[src/design/rpqs_pkg.sv]
`timescale 1ns / 1ps
// ----------------------------------------------------------------------------
// rpqs_pkg
// Shared types and constants of the range pair qualify statistics block.
// ----------------------------------------------------------------------------
package rpqs_pkg;

  // field widths of the channels
  localparam int STRENGTH_W = 16;
  localparam int DIST_W     = 16;
  localparam int INDEX_W    = 3;
  localparam int MEAN_W     = 26;
  localparam int DEV_W      = 24;
  localparam int CMD_W      = 2;
  localparam int COUNT_W    = 3;
  localparam int THR_W      = 24;
  localparam int OFF_W      = 24;
  localparam int VAR_W      = 64;

  // configuration port
  localparam int CFG_AW = 4;
  localparam int CFG_DW = 32;
  localparam logic [1:0] REG_STRENGTH_MIN  = 2'd0;
  localparam logic [1:0] REG_TURN_THRESHOLD = 2'd1;
  localparam logic [1:0] REG_OFFSET_X      = 2'd2;
  localparam logic [1:0] REG_OFFSET_Y      = 2'd3;

  localparam logic [STRENGTH_W-1:0] STRENGTH_MIN_RST  = 16'd60;
  localparam logic [THR_W-1:0]      TURN_THRESHOLD_RST = 24'd1536;

  localparam logic OP_START = 1'b0;
  localparam logic OP_READ  = 1'b1;

  localparam logic KIND_SENSOR = 1'b0;
  localparam logic KIND_AXIS   = 1'b1;

  localparam logic STATUS_OK  = 1'b0;
  localparam logic STATUS_ERR = 1'b1;

  localparam logic [CMD_W-1:0] CMD_NONE = 2'd0;
  localparam logic [CMD_W-1:0] CMD_CW   = 2'd1;
  localparam logic [CMD_W-1:0] CMD_CCW  = 2'd2;

  typedef enum logic [9:0] {
    ST_IDLE  = 10'b00_0000_0001,
    ST_SWEEP = 10'b00_0000_0010,
    ST_SQR   = 10'b00_0000_0100,
    ST_SUBT  = 10'b00_0000_1000,
    ST_DIVM  = 10'b00_0001_0000,
    ST_DIVV  = 10'b00_0010_0000,
    ST_SQRT  = 10'b00_0100_0000,
    ST_FIN   = 10'b00_1000_0000,
    ST_EMITS = 10'b01_0000_0000,
    ST_SQRT2 = 10'b10_0000_0000
  } state_t;

endpackage

[src/design/rpqs_if.sv]
`timescale 1ns / 1ps
// ----------------------------------------------------------------------------
// rpqs_in_if / rpqs_out_if
// Valid/ready channels for reading transactions and result transactions.
// ----------------------------------------------------------------------------
interface rpqs_in_if;
  logic                               valid;
  logic                               ready;
  logic                               op;
  logic                               read_ok;
  logic                               reading_valid;
  logic [rpqs_pkg::STRENGTH_W-1:0]    strength;
  logic [rpqs_pkg::DIST_W-1:0]        distance_cm;

  modport source (output valid, op, read_ok, reading_valid, strength, distance_cm,
                  input ready);
  modport sink (input valid, op, read_ok, reading_valid, strength, distance_cm,
                output ready);
endinterface

interface rpqs_out_if;
  logic                               valid;
  logic                               ready;
  logic                               kind;
  logic [rpqs_pkg::INDEX_W-1:0]       index;
  logic                               status;
  logic signed [rpqs_pkg::MEAN_W-1:0] mean_q8;
  logic [rpqs_pkg::DEV_W-1:0]         deviation_q8;
  logic                               deviation_valid;
  logic [rpqs_pkg::CMD_W-1:0]         command;
  logic [rpqs_pkg::COUNT_W-1:0]       accepted_count;
  logic                               last;

  modport source (output valid, kind, index, status, mean_q8, deviation_q8,
                  deviation_valid, command, accepted_count, last, input ready);
  modport sink (input valid, kind, index, status, mean_q8, deviation_q8,
                deviation_valid, command, accepted_count, last, output ready);
endinterface

[src/design/range_pair_qualify_stats_core.sv]
`timescale 1ns / 1ps
// ----------------------------------------------------------------------------
// range_pair_qualify_stats_core
// Qualified range readings per sensor; sensor and axis pair statistics.
// ----------------------------------------------------------------------------
// A start transaction (op 0) opens a run at sensor 1 and gives no result.
// Each reading transaction (op 1) is one attempt for the current sensor. A
// closing attempt starts a sequencer around one shared 64-bit
// compare/subtract unit: a sweep over the stored samples, a squaring step and
// a subtraction step, a restoring divide for the mean, a restoring divide for
// the variance and a 32-step integer square root; a pair end adds another
// 32-step root for the pooled deviation. An empty series skips both divides
// and the root, a one-sample series skips the variance divide and the root,
// and a pair end with such a series in the pair skips the pooled root.
// The input channel is ready only while no series is being closed. Results
// sit in an output register; a stalled receiver holds the sequencer until
// each result is taken. Reset restores the register defaults and opens a
// run at sensor 1. Configuration is written through the APB-style port.
// ----------------------------------------------------------------------------
module range_pair_qualify_stats_core #(
  parameter int MAX_ACCEPTED = 5,
  parameter int MAX_ATTEMPTS = 10,
  parameter int SENSOR_COUNT = 4,
  parameter int DIST_BITS    = 16
) (
  input  logic                            clk,
  input  logic                            rst_n,
  rpqs_in_if.sink                         in_ch,
  rpqs_out_if.source                      out_ch,
  input  logic                            psel,
  input  logic                            penable,
  input  logic                            pwrite,
  input  logic [rpqs_pkg::CFG_AW-1:0]     paddr,
  input  logic [rpqs_pkg::CFG_DW-1:0]     pwdata,
  output logic [rpqs_pkg::CFG_DW-1:0]     prdata,
  output logic                            pready
);

  localparam int N_W     = $clog2(MAX_ACCEPTED + 1);
  localparam int A_W     = $clog2(MAX_ATTEMPTS + 1);
  localparam int IDX_W   = (MAX_ACCEPTED > 1) ? $clog2(MAX_ACCEPTED) : 1;
  localparam int TAKE_W  = (DIST_BITS < rpqs_pkg::DIST_W) ? DIST_BITS : rpqs_pkg::DIST_W;
  localparam int SUM_W   = DIST_BITS + N_W;
  localparam int SQ_W    = 2 * DIST_BITS + N_W;
  localparam int S_W     = 2 * SUM_W;
  localparam int D_W     = 2 * N_W;
  localparam int DVD_W   = S_W + 16;
  localparam int QW      = (DVD_W > rpqs_pkg::VAR_W) ? DVD_W : rpqs_pkg::VAR_W;
  localparam int CNT_W   = $clog2(DVD_W + 1);
  localparam int MEAN_SH = DVD_W - SUM_W - 8;
  localparam int VW      = rpqs_pkg::VAR_W;

  rpqs_pkg::state_t state_r;

  // configuration
  logic [rpqs_pkg::STRENGTH_W-1:0] smin_r;
  logic [rpqs_pkg::THR_W-1:0]      thr_r;
  logic [rpqs_pkg::OFF_W-1:0]      offx_r, offy_r;

  // series and pair state
  logic [DIST_BITS-1:0] store_r [MAX_ACCEPTED];
  logic [N_W-1:0]       acc_r;
  logic [A_W-1:0]       att_r;
  logic [1:0]           sensor_r;
  logic [23:0]          fmean_r;
  logic [VW-1:0]        fvar_r;
  logic                 ferr_r, fvinv_r;

  // datapath
  logic [N_W-1:0]   idx_r;
  logic [SUM_W-1:0] sum_r;
  logic [SQ_W-1:0]  sumsq_r;
  logic [S_W-1:0]   sq_r, s_r;
  logic [DVD_W-1:0] dvd_r;
  logic [D_W-1:0]   rem_r, div_r;
  logic [QW-1:0]    quo_r;
  logic [CNT_W-1:0] cnt_r;
  logic [VW-1:0]    v_r, root_r, bit_r, var_r;
  logic [23:0]      mean_r, sdev_r;

  // output register
  logic                               ov_r, okind_r, ostat_r, odv_r, olast_r;
  logic [rpqs_pkg::INDEX_W-1:0]       oidx_r;
  logic signed [rpqs_pkg::MEAN_W-1:0] omean_r;
  logic [rpqs_pkg::DEV_W-1:0]         odev_r;
  logic [rpqs_pkg::CMD_W-1:0]         ocmd_r;
  logic [rpqs_pkg::COUNT_W-1:0]       ocnt_r;

  // ---------------- combinational helpers ----------------
  logic                 in_fire, out_fire, cfg_wr;
  logic [DIST_BITS-1:0] dist_in, x;
  logic                 qualify, closing;
  logic [N_W-1:0]       acc_nxt;
  logic [A_W-1:0]       att_nxt;
  logic [2*DIST_BITS-1:0] xsq;
  logic [S_W-1:0]       sum_sq, nsq;
  logic [D_W-1:0]       dd;
  logic [D_W:0]         rem2;
  logic [VW-1:0]        cmp_a, cmp_b;
  logic [VW:0]          diff;
  logic                 ge, div_mode;
  logic [QW-1:0]        quo_step;
  logic [VW-1:0]        root_step;
  logic                 err, vinv, pair_end;
  logic [2:0]           sensor_inc;
  logic [1:0]           sensor_nxt;
  logic [24:0]          msum;
  logic signed [25:0]   pair_mean, mdiff, thr_s;
  logic [rpqs_pkg::CMD_W-1:0] axis_cmd;
  logic [VW-1:0]        pooled;

  assign in_fire  = in_ch.valid & in_ch.ready;
  assign out_fire = out_ch.valid & out_ch.ready;
  assign cfg_wr   = psel & penable & pwrite;
  assign in_ch.ready = (state_r == rpqs_pkg::ST_IDLE);

  assign dist_in = DIST_BITS'(in_ch.distance_cm[TAKE_W-1:0]);
  assign qualify = in_ch.read_ok & in_ch.reading_valid & (in_ch.strength > smin_r)
                   & (acc_r < N_W'(MAX_ACCEPTED));
  assign acc_nxt = acc_r + N_W'(qualify);
  assign att_nxt = att_r + A_W'(1);
  assign closing = !((acc_nxt < N_W'(MAX_ACCEPTED)) && (att_nxt < A_W'(MAX_ATTEMPTS)));

  assign x      = store_r[idx_r[IDX_W-1:0]];
  assign xsq    = x * x;
  assign sum_sq = sum_r * sum_r;
  assign nsq    = S_W'(acc_r) * S_W'(sumsq_r);
  assign dd     = D_W'(acc_r) * D_W'(acc_r - N_W'(1));

  // shared compare/subtract: divide step or square-root step
  assign div_mode = (state_r == rpqs_pkg::ST_DIVM) || (state_r == rpqs_pkg::ST_DIVV);
  assign rem2     = {rem_r, dvd_r[DVD_W-1]};
  always_comb begin
    if (div_mode) begin
      cmp_a = VW'(rem2);
      cmp_b = VW'(div_r);
    end else begin
      cmp_a = v_r;
      cmp_b = root_r | bit_r;
    end
  end
  assign diff      = {1'b0, cmp_a} - {1'b0, cmp_b};
  assign ge        = ~diff[VW];
  assign quo_step  = {quo_r[QW-2:0], ge};
  assign root_step = ge ? ((root_r >> 1) | bit_r) : (root_r >> 1);

  assign err      = (acc_r == '0);
  assign vinv     = (acc_r < N_W'(2));
  assign pair_end = sensor_r[0];
  assign sensor_inc = {1'b0, sensor_r} + 3'd1;
  assign sensor_nxt = (sensor_inc >= 3'(SENSOR_COUNT)) ? 2'd0 : sensor_inc[1:0];

  assign msum      = {1'b0, fmean_r} + {1'b0, mean_r};
  assign pair_mean = 26'(msum[24:1])
                   + 26'(signed'(sensor_r[1] ? offy_r : offx_r));
  assign mdiff     = 26'({1'b0, fmean_r}) - 26'({1'b0, mean_r});
  assign thr_s     = 26'({1'b0, thr_r});
  always_comb begin
    if (mdiff > thr_s)       axis_cmd = rpqs_pkg::CMD_CW;
    else if (mdiff < -thr_s) axis_cmd = rpqs_pkg::CMD_CCW;
    else                     axis_cmd = rpqs_pkg::CMD_NONE;
  end
  assign pooled = (fvar_r >> 1) + (var_r >> 1) + VW'(fvar_r[0] & var_r[0]);

  // ---------------- configuration port ----------------
  assign pready = 1'b1;
  always_comb begin
    unique case (paddr[3:2])
      rpqs_pkg::REG_STRENGTH_MIN:   prdata = 32'(smin_r);
      rpqs_pkg::REG_TURN_THRESHOLD: prdata = 32'(thr_r);
      rpqs_pkg::REG_OFFSET_X:       prdata = 32'(offx_r);
      rpqs_pkg::REG_OFFSET_Y:       prdata = 32'(offy_r);
      default:                      prdata = '0;
    endcase
  end

  always_ff @(posedge clk) begin
    if (!rst_n) begin
      smin_r <= rpqs_pkg::STRENGTH_MIN_RST;
      thr_r  <= rpqs_pkg::TURN_THRESHOLD_RST;
      offx_r <= '0;
      offy_r <= '0;
    end else if (cfg_wr) begin
      unique case (paddr[3:2])
        rpqs_pkg::REG_STRENGTH_MIN:   smin_r <= pwdata[rpqs_pkg::STRENGTH_W-1:0];
        rpqs_pkg::REG_TURN_THRESHOLD: thr_r  <= pwdata[rpqs_pkg::THR_W-1:0];
        rpqs_pkg::REG_OFFSET_X:       offx_r <= pwdata[rpqs_pkg::OFF_W-1:0];
        rpqs_pkg::REG_OFFSET_Y:       offy_r <= pwdata[rpqs_pkg::OFF_W-1:0];
        default: ;
      endcase
    end
  end

  // sample store: no reset, only entries of the current series are read
  always_ff @(posedge clk) begin
    if (in_fire && in_ch.op == rpqs_pkg::OP_READ && qualify) begin
      store_r[acc_r[IDX_W-1:0]] <= dist_in;
    end
  end

  // ---------------- sequencer ----------------
  always_ff @(posedge clk) begin
    if (!rst_n) begin
      state_r  <= rpqs_pkg::ST_IDLE;
      acc_r    <= '0;
      att_r    <= '0;
      sensor_r <= '0;
      fmean_r  <= '0;
      fvar_r   <= '0;
      ferr_r   <= 1'b0;
      fvinv_r  <= 1'b0;
      ov_r     <= 1'b0;
    end else begin
      unique case (state_r)
        rpqs_pkg::ST_IDLE: begin
          if (in_fire) begin
            if (in_ch.op == rpqs_pkg::OP_START) begin
              acc_r    <= '0;
              att_r    <= '0;
              sensor_r <= '0;
              fmean_r  <= '0;
              fvar_r   <= '0;
              ferr_r   <= 1'b0;
              fvinv_r  <= 1'b0;
            end else begin
              acc_r <= acc_nxt;
              att_r <= att_nxt;
              if (closing) begin
                idx_r   <= '0;
                sum_r   <= '0;
                sumsq_r <= '0;
                state_r <= rpqs_pkg::ST_SWEEP;
              end
            end
          end
        end
        rpqs_pkg::ST_SWEEP: begin
          if (idx_r == acc_r) begin
            state_r <= rpqs_pkg::ST_SQR;
          end else begin
            sum_r   <= sum_r + SUM_W'(x);
            sumsq_r <= sumsq_r + SQ_W'(xsq);
            idx_r   <= idx_r + N_W'(1);
          end
        end
        rpqs_pkg::ST_SQR: begin
          sq_r    <= sum_sq;
          state_r <= rpqs_pkg::ST_SUBT;
        end
        rpqs_pkg::ST_SUBT: begin
          s_r <= nsq - sq_r;
          if (err) begin
            mean_r  <= '0;
            var_r   <= '0;
            sdev_r  <= '0;
            state_r <= rpqs_pkg::ST_FIN;
          end else begin
            // left-align sum*256 so the divide shifts out its top bit first
            dvd_r   <= DVD_W'({sum_r, 8'd0}) << MEAN_SH;
            cnt_r   <= CNT_W'(SUM_W + 8);
            rem_r   <= '0;
            quo_r   <= '0;
            div_r   <= D_W'(acc_r);
            state_r <= rpqs_pkg::ST_DIVM;
          end
        end
        rpqs_pkg::ST_DIVM, rpqs_pkg::ST_DIVV: begin
          rem_r <= ge ? diff[D_W-1:0] : rem2[D_W-1:0];
          quo_r <= quo_step;
          dvd_r <= dvd_r << 1;
          cnt_r <= cnt_r - CNT_W'(1);
          if (cnt_r == CNT_W'(1)) begin
            if (state_r == rpqs_pkg::ST_DIVM) begin
              mean_r <= (|quo_step[QW-1:24]) ? 24'hFF_FFFF : quo_step[23:0];
              if (vinv) begin
                var_r   <= '0;
                sdev_r  <= '0;
                state_r <= rpqs_pkg::ST_FIN;
              end else begin
                dvd_r   <= {s_r, 16'd0};
                cnt_r   <= CNT_W'(DVD_W);
                rem_r   <= '0;
                quo_r   <= '0;
                div_r   <= dd;
                state_r <= rpqs_pkg::ST_DIVV;
              end
            end else begin
              var_r   <= quo_step[VW-1:0];
              v_r     <= quo_step[VW-1:0];
              root_r  <= '0;
              bit_r   <= VW'(1) << (VW - 2);
              state_r <= rpqs_pkg::ST_SQRT;
            end
          end
        end
        rpqs_pkg::ST_SQRT, rpqs_pkg::ST_SQRT2: begin
          if (ge) v_r <= diff[VW-1:0];
          root_r <= root_step;
          bit_r  <= bit_r >> 2;
          if (bit_r[0]) begin
            if (state_r == rpqs_pkg::ST_SQRT) begin
              sdev_r  <= (|root_step[VW-1:24]) ? 24'hFF_FFFF : root_step[23:0];
              state_r <= rpqs_pkg::ST_FIN;
            end else begin
              ov_r    <= 1'b1;
              okind_r <= rpqs_pkg::KIND_AXIS;
              oidx_r  <= 3'(sensor_r[1]);
              ostat_r <= rpqs_pkg::STATUS_OK;
              omean_r <= pair_mean;
              odev_r  <= (|root_step[VW-1:24]) ? 24'hFF_FFFF : root_step[23:0];
              odv_r   <= 1'b1;
              ocmd_r  <= axis_cmd;
              ocnt_r  <= '0;
              olast_r <= 1'b1;
              state_r <= rpqs_pkg::ST_EMITS;
            end
          end
        end
        rpqs_pkg::ST_FIN: begin
          ov_r    <= 1'b1;
          okind_r <= rpqs_pkg::KIND_SENSOR;
          oidx_r  <= 3'(sensor_r) + 3'd1;
          ostat_r <= err ? rpqs_pkg::STATUS_ERR : rpqs_pkg::STATUS_OK;
          omean_r <= 26'(mean_r);
          odev_r  <= sdev_r;
          odv_r   <= ~vinv;
          ocmd_r  <= rpqs_pkg::CMD_NONE;
          ocnt_r  <= (acc_r > N_W'(7)) ? 3'd7 : 3'(acc_r);
          olast_r <= ~pair_end;
          state_r <= rpqs_pkg::ST_EMITS;
        end
        rpqs_pkg::ST_EMITS: begin
          if (out_fire) begin
            ov_r <= 1'b0;
            if (okind_r == rpqs_pkg::KIND_SENSOR && pair_end) begin
              if (ferr_r || err || fvinv_r || vinv) begin
                // axis result without a pooled root
                ov_r    <= 1'b1;
                okind_r <= rpqs_pkg::KIND_AXIS;
                oidx_r  <= 3'(sensor_r[1]);
                ostat_r <= (ferr_r || err) ? rpqs_pkg::STATUS_ERR : rpqs_pkg::STATUS_OK;
                omean_r <= (ferr_r || err) ? '0 : pair_mean;
                odev_r  <= '0;
                odv_r   <= 1'b0;
                ocmd_r  <= (ferr_r || err) ? rpqs_pkg::CMD_NONE : axis_cmd;
                ocnt_r  <= '0;
                olast_r <= 1'b1;
              end else begin
                v_r     <= pooled;
                root_r  <= '0;
                bit_r   <= VW'(1) << (VW - 2);
                state_r <= rpqs_pkg::ST_SQRT2;
              end
            end else begin
              // series done: hold stats after a pair's first sensor, advance sensor
              if (!pair_end) begin
                if (sensor_nxt == 2'd0) begin
                  fmean_r <= '0;
                  fvar_r  <= '0;
                  ferr_r  <= 1'b0;
                  fvinv_r <= 1'b0;
                end else begin
                  fmean_r <= mean_r;
                  fvar_r  <= var_r;
                  ferr_r  <= err;
                  fvinv_r <= vinv;
                end
              end
              acc_r    <= '0;
              att_r    <= '0;
              sensor_r <= sensor_nxt;
              state_r  <= rpqs_pkg::ST_IDLE;
            end
          end
        end
        default: state_r <= rpqs_pkg::ST_IDLE;
      endcase
    end
  end

  assign out_ch.valid           = ov_r;
  assign out_ch.kind            = okind_r;
  assign out_ch.index           = oidx_r;
  assign out_ch.status          = ostat_r;
  assign out_ch.mean_q8         = omean_r;
  assign out_ch.deviation_q8    = odev_r;
  assign out_ch.deviation_valid = odv_r;
  assign out_ch.command         = ocmd_r;
  assign out_ch.accepted_count  = ocnt_r;
  assign out_ch.last            = olast_r;

  // ---------------- assertions ----------------
  a_valid_in_emit: assert property (@(posedge clk) disable iff (!rst_n)
    ov_r |-> (state_r == rpqs_pkg::ST_EMITS))
    else $error("result valid outside emit state");

  a_acc_bound: assert property (@(posedge clk) disable iff (!rst_n)
    acc_r <= N_W'(MAX_ACCEPTED))
    else $error("accepted count beyond limit");

  a_idle_open: assert property (@(posedge clk) disable iff (!rst_n)
    (state_r == rpqs_pkg::ST_IDLE) |-> (att_r < A_W'(MAX_ATTEMPTS)))
    else $error("closed series left open in idle");

  a_axis_last: assert property (@(posedge clk) disable iff (!rst_n)
    (ov_r && okind_r == rpqs_pkg::KIND_AXIS) |-> (olast_r && ocnt_r == '0))
    else $error("axis result not marked last");

  a_close_starts: assert property (@(posedge clk) disable iff (!rst_n)
    (in_fire && in_ch.op == rpqs_pkg::OP_READ && closing)
      |=> (state_r == rpqs_pkg::ST_SWEEP))
    else $error("closing reading did not start the sequencer");

endmodule
[src/flat_wrapper.sv]
// flat-port wrapper written by rule: the top's interface ports become plain ports
module range_pair_qualify_stats_core_flat 
#(
  parameter int MAX_ACCEPTED = 5,
  parameter int MAX_ATTEMPTS = 10,
  parameter int SENSOR_COUNT = 4,
  parameter int DIST_BITS    = 16
)
  (clk, rst_n, psel, penable, pwrite, paddr, pwdata, prdata, pready, in_ch_valid, in_ch_op, in_ch_read_ok, in_ch_reading_valid, in_ch_strength, in_ch_distance_cm, in_ch_ready, out_ch_valid, out_ch_kind, out_ch_index, out_ch_status, out_ch_mean_q8, out_ch_deviation_q8, out_ch_deviation_valid, out_ch_command, out_ch_accepted_count, out_ch_last, out_ch_ready);
  rpqs_in_if in_ch_i ();
  rpqs_out_if out_ch_i ();
  input  logic clk;
  input  logic rst_n;
  input  logic psel;
  input  logic penable;
  input  logic pwrite;
  input  logic [rpqs_pkg::CFG_AW-1:0] paddr;
  input  logic [rpqs_pkg::CFG_DW-1:0] pwdata;
  output logic [rpqs_pkg::CFG_DW-1:0] prdata;
  output logic pready;
  input wire logic [$bits(in_ch_i.valid)-1:0] in_ch_valid;
  input wire logic [$bits(in_ch_i.op)-1:0] in_ch_op;
  input wire logic [$bits(in_ch_i.read_ok)-1:0] in_ch_read_ok;
  input wire logic [$bits(in_ch_i.reading_valid)-1:0] in_ch_reading_valid;
  input wire logic [$bits(in_ch_i.strength)-1:0] in_ch_strength;
  input wire logic [$bits(in_ch_i.distance_cm)-1:0] in_ch_distance_cm;
  output wire logic [$bits(in_ch_i.ready)-1:0] in_ch_ready;
  output wire logic [$bits(out_ch_i.valid)-1:0] out_ch_valid;
  output wire logic [$bits(out_ch_i.kind)-1:0] out_ch_kind;
  output wire logic [$bits(out_ch_i.index)-1:0] out_ch_index;
  output wire logic [$bits(out_ch_i.status)-1:0] out_ch_status;
  output wire logic [$bits(out_ch_i.mean_q8)-1:0] out_ch_mean_q8;
  output wire logic [$bits(out_ch_i.deviation_q8)-1:0] out_ch_deviation_q8;
  output wire logic [$bits(out_ch_i.deviation_valid)-1:0] out_ch_deviation_valid;
  output wire logic [$bits(out_ch_i.command)-1:0] out_ch_command;
  output wire logic [$bits(out_ch_i.accepted_count)-1:0] out_ch_accepted_count;
  output wire logic [$bits(out_ch_i.last)-1:0] out_ch_last;
  input wire logic [$bits(out_ch_i.ready)-1:0] out_ch_ready;
  assign in_ch_i.valid = in_ch_valid;
  assign in_ch_i.op = in_ch_op;
  assign in_ch_i.read_ok = in_ch_read_ok;
  assign in_ch_i.reading_valid = in_ch_reading_valid;
  assign in_ch_i.strength = in_ch_strength;
  assign in_ch_i.distance_cm = in_ch_distance_cm;
  assign in_ch_ready = in_ch_i.ready;
  assign out_ch_valid = out_ch_i.valid;
  assign out_ch_kind = out_ch_i.kind;
  assign out_ch_index = out_ch_i.index;
  assign out_ch_status = out_ch_i.status;
  assign out_ch_mean_q8 = out_ch_i.mean_q8;
  assign out_ch_deviation_q8 = out_ch_i.deviation_q8;
  assign out_ch_deviation_valid = out_ch_i.deviation_valid;
  assign out_ch_command = out_ch_i.command;
  assign out_ch_accepted_count = out_ch_i.accepted_count;
  assign out_ch_last = out_ch_i.last;
  assign out_ch_i.ready = out_ch_ready;
  range_pair_qualify_stats_core #(.MAX_ACCEPTED(MAX_ACCEPTED), .MAX_ATTEMPTS(MAX_ATTEMPTS), .SENSOR_COUNT(SENSOR_COUNT), .DIST_BITS(DIST_BITS)) u_core (.clk(clk), .rst_n(rst_n), .in_ch(in_ch_i), .out_ch(out_ch_i), .psel(psel), .penable(penable), .pwrite(pwrite), .paddr(paddr), .pwdata(pwdata), .prdata(prdata), .pready(pready));
endmodule
[config.mk]
export PLATFORM = sky130hd
export DESIGN_NAME = range_pair_qualify_stats_core_flat
export DESIGN_NICKNAME = d
export VERILOG_FILES = /design/src/design/rpqs_pkg.sv /design/src/design/rpqs_if.sv /design/src/design/range_pair_qualify_stats_core.sv /design/src/flat_wrapper.sv
export SDC_FILE = /design/constraint.sdc
export NUM_CORES = 2
export LEC_CHECK = 0
export ABC_AREA = 1
export ABC_CLOCK_PERIOD_IN_PS = 28400
export BUFFER_PORTS_ARGS = -buffer_cell sky130_fd_sc_hd__buf_2
export CELL_PAD_IN_SITES_DETAIL_PLACEMENT = 1
export CELL_PAD_IN_SITES_GLOBAL_PLACEMENT = 2
export CORE_UTILIZATION = 39
export DETAILED_ROUTE_END_ITERATION = 8
export GPL_TIMING_DRIVEN = 0
export PLACE_DENSITY = 0.9
export SLEW_MARGIN = 20
export SYNTH_ARGS = -nofsm -noshare
export SYNTH_HDL_FRONTEND = slang
export SYNTH_SLANG_ARGS = --single-unit
[constraint.sdc]
create_clock -name clk -period 28.4 [get_ports clk]
set_input_delay 4.26 -clock clk [delete_from_list [all_inputs] [get_ports clk]]
set_output_delay 4.26 -clock clk [all_outputs]
set_load 0.01 [all_outputs]
Word level (Yosys, flattened, before mapping)
Memories as Yosys holds them, arrays and structs flattened. A register that Yosys moved wholly into a read port is not among the register bits. Cells that the tools add are included.

Add/sub/neg operators: 16. Multipliers: 4. Magnitude comparators: 9. Equal/unequal tests: 40. Muxes and demuxes: 199. Bitwise logic cells: 14. Reductions and logical operators: 41.

Operators by type and width (count): $mux W64 (29); $pmux W64 S3 (3); $mux W24 (22); $pmux W64 S2 (2); $mux W63 (4); $mux W54 (4); $mux W26 (6); $pmux W24 S3 (2); $mux W35 (4); $pmux W32 S4 (1); $pmux W63 S2 (1); $pmux W54 S2 (1); $pmux W24 S2 (2); $mux W10 (9); $pmux W10 S8 (1); $reduce_or A40 Y1 (2); $mux W6 (13); $pmux W26 S3 (1); $mux W19 (4); $pmux W35 S2 (1); $sub A64 B64 Y65 (1); $add A63 B63 Y64 (1); $add A64 B64 Y64 (1); $or A63 B64 Y64 (1); other kinds (75) (207).

Flip-flop bits (word level): 832. Memory bits (writable): 80. Bits of input ports: 78. Output and inout bits: 97. Word-level logic and storage cells: 362. Memories kept: 1.

Memory list: u_core.store_r (words 5, bits a word 16, read ports 1, clocked after Yosys merged registers in 1, write ports 1, line range_pair_qualify_stats_core.sv:61) `logic [DIST_BITS-1:0] store_r [MAX_ACCEPTED];`.

Depth between registers and ports, before layout
Depth in word-level cells: 11. Depth in mapped cells: 34. Depth with buffers taken out: 32.

Worst setup path after synthesis
OpenSTA, ideal clock, no wires.

Path type: input port to flip-flop. Start point: in rst_n. End point: reg u_core.v_r[0] (enable). Setup time: 0.417 ns. Data arrival time: 22.710 ns. Data required time: 27.983 ns. Setup slack: 5.273 ns. Stages: 5. Path buffers: 1. Cell sequence: clkbuf_1 > o211ai_1 > a2111oi_0 > o21ai_0 > inv_1.

Word-level cells in the longest chain between the ends: 1.

RTL lines: from (decl) (line flat_wrapper.sv:13) `input logic rst_n;`; $reduce_and A8 Y1 (no line); to (signal assigned) (line range_pair_qualify_stats_core.sv:289) `v_r <= quo_step[VW-1:0];`; to (signal assigned) (line range_pair_qualify_stats_core.sv:297) `if (ge) v_r <= diff[VW-1:0];`; to (signal assigned) (line range_pair_qualify_stats_core.sv:349) `v_r <= pooled;`; to (decl) (line range_pair_qualify_stats_core.sv:78) `logic [VW-1:0] v_r, root_r, bit_r, var_r;`.

Every way passes these cells. A chain may end at the register's enable or synchronous reset.

Worst setup path in the final report
Start point: in paddr[2] in the netlist's numbering. End point: out prdata[19] in the netlist's numbering.

Word-level cells in the longest chain between the ends: 2.

RTL lines: from (decl) (line flat_wrapper.sv:17) `input logic [rpqs_pkg::CFG_AW-1:0] paddr;`; $eq A2 B2 Y1, or another cell as far along (line range_pair_qualify_stats_core.sv:168) `unique case (paddr[3:2])`; $pmux W32 S4 (*) (line range_pair_qualify_stats_core.sv:168); to (decl) (line flat_wrapper.sv:19) `output logic [rpqs_pkg::CFG_DW-1:0] prdata;`.

Mark *: on every way between the ends. The rest lies on a longest branch, timed or not. The select of a mux whose other input is x is not followed.

==> flow_summary.json <==
{
  "outcome": "finished with violations",
  "violations": "design-rule violations",
  "nFillCells": 22500,
  "end_kind": "output port",
  "max_clock_freq_mhz": 93.07,
  "worstPathArrival_ns": 6.48,
  "rsz0062_at_grt": "no",
  "drt-pass1-iter-count": 7,
  "first_iter_violations": 3955,
  "async_flop_share_pct": 0,
  "gp_congestion": 0.9497,
  "syn-instance-count": 8862,
  "clock_path_buffers": 3,
  "dieArea_um2": 188100,
  "grt_antenna_before_repair": 8,
  "reg2reg_depth": 31,
  "fin_crit_sh_pct": 37.83,
  "grt-ovfl-total": 0,
  "finClkSkew_ns": 0.1071,
  "slew_headroom_pct": 18.30,
  "vias_per_cell": 5.309,
  "cts-buffers-inserted": 103,
  "clkLatencyLatePin_ns": 0.82,
  "cts-root-buf": "clkbuf_16",
  "synthFlopType": "edfxtp_1",
  "grt_pass1_wl_mm": 390.1,
  "cp-start-kind": "input port",
  "synth_area_um2": 72680,
  "holdCritPathClass": "reg -> reg",
  "drt-total-wl_mm": 254.0,
  "final_cell_mix": "1731 x inv_1, 1438 x nand2_1, 1097 x nor2_1, 668 x a21oi_1, 664 x edfxtp_1",
  "whs_path_depth": 2,
  "core-area_um2": 185200,
  "ioPinCount": 175,
  "place_worst_setup_slack_ns": 17.74,
  "syn_avg_cell_area_um2": 8.202,
  "wl_per_cell_um": 21.59,
  "ctsHoldBuffers": 0,
  "synth_top_cell_by_area": "edfxtp_1",
  "synthToLayoutAreaGrowth_pct": 11.10,
  "clkTransAtPathRegs_ns": 0.06,
  "drc_errors": 2,
  "ys_types": 64,
  "tightest_slew_ns": 1.213,
  "seq_area_frac_synth_pct": 32.97,
  "finalWorstSetupSlack_ns": 17.66,
  "grt_pass1_vias": 66590,
  "post_cts_resized": 0,
  "die_y_um": 433.7,
  "grt_use_total_pct": 27.04,
  "io_buffers": 154,
  "grt_start_max_net_pins": 58,
  "final_util_pct": 43.59,
  "required_ns": 24.14,
  "crit_type": "in -> out",
  "slew_viol_final": 0,
  "fp-row-count": 158,
  "fin_crit_ns": 10.74,
  "synth_area_leaders": "edfxtp_1 27%, fa_1 14%, ha_1 9.8%, inv_1 8.9%, nand2_1 7.4%",
  "drive_above_1_share_pct": 5.948,
  "cp_max_fo": 10,
  "htreeDepth": 3,
  "die_width_um": 433.7,
  "ant_nets": 0,
  "initial_core_util_pct": 39.24,
  "yosysWarnings": 0,
  "layout_commonest_cell": "inv_1",
  "cap_violations": 0,
  "setup_viol": 0,
  "route.vias.total": 62450,
  "synth_edf_count": 664,
  "synthDominantCellAreaShare_pct": 27.43,
  "cts.sinks": 865,
  "fin_nets": 10370,
  "hpwl_mm": 209.2,
  "synth_seq_cells": 865,
  "cts_tree": "yes",
  "cts_setup_buffers": 0,
  "hold_viol": 0
}
[worst max-delay path: stages]
cell and delay, ns:
buf_2 0.11, inv_1 0.04, nor2_1 0.66, clkinv_1 0.54
clkbuf_1 0.37, o221ai_1 0.32, buf_2 0.19
[kinds of logic (layout without fill, tap and decap cells)]
kind of cell	count (synthesis)	in the layout	synth area share, %
other	2	14	0.01033
buffers and inverters	2030	2439	10.63
muxes	3	3	0.04132
xor gates and xnor gates	209	209	2.518
AOI/OAI and AO/OA	1586	1586	12.38
DFF	865	865	32.97
adders and majority gates	1091	1091	24.14
and+or+nand+nor	3076	3076	17.31
[stage by stage]
stage	std cells	TNS, ns	hold slack [ns]	cell area [um^2]
after floorplan	8872	0	0.4444	72720
after global placement	11510	-609.68	0.4564	76590
after detailed placement	11570	0	0.4755	77310
after CTS	11760	0	0.4849	80740
after global routing	11760	0	0.5032	80740
final	11760	0	0.4820	80750
[sequential cells by signal, indices dropped and copies added, names as in the netlist, 26 cells and up, named ones only]
| register | count |
|---|---|
| u_core.sumsq_r | 35 |
| u_core.root_r | 63 |
| u_core.bit_r | 32 |
| u_core.dvd_r | 38 |
| u_core.out_ch.mean_q8 | 26 |
| u_core.s_r | 38 |
| u_core.var_r | 64 |
| u_core.fvar_r | 64 |
| u_core.v_r | 64 |
| u_core.store_r | 80 |
| u_core.quo_r | 63 |
| u_core.sq_r | 37 |
[worst paths after layout]
kind	start	to	slack (ns)
max reg2reg	register	u_core.sumsq_r[30]	19.82
min reg2reg	u_core.offx_r[20]	u_core.offx_r[20]	0.48
max	paddr[2]	prdata[19]	17.66
min	u_core.offx_r[20]	u_core.offx_r[20]	0.48
[routing by layer]
layer | up-vias | part of all wire [%] | global-route usage [%]
li1 | 29270 | - | -
met1 | 31320 | 42 | 33.87
met2 | 1437 | 50 | 48.01
met3 | 419 | 3.9 | 2.499
met4 | 0 | 4.0 | 10.06
met5 | - | 0 | 0
[area by class of cell]
type	instances	area, um^2	area share (%)
multi-input combinational	5977	41160	50.97
sequential	865	23960	29.68
inverter	1755	6593	8.164
tap	2480	3103	3.843
clock buffer	117	2721	3.370
timing repair buffer	219	1355	1.678
buffer	275	1140	1.412
clock inverter	73	711.9	0.8817
antenna	2	5.005	0.006198
[synth_stat cells (all sizes together) (34+ instances only)]
cell type  count
nand2       1445
o21a          40
nor2        1111
o211ai        52
xnor2         60
edfxtp       664
o21ai        495
o21bai        49
ha           572
nand4         78
fa           519
buf           67
a21oi        671
dfxtp        201
clkbuf       208
inv         1744
a21o          34
nor3         148
o22ai         34
a31oi         71
o221ai        45
xor2         149
nor4          36
nand3        184
or2           46
Power is left out: the tool's default activity adds up to more than one toggle a clock period on the data nets, which glitch-free logic cannot reach.
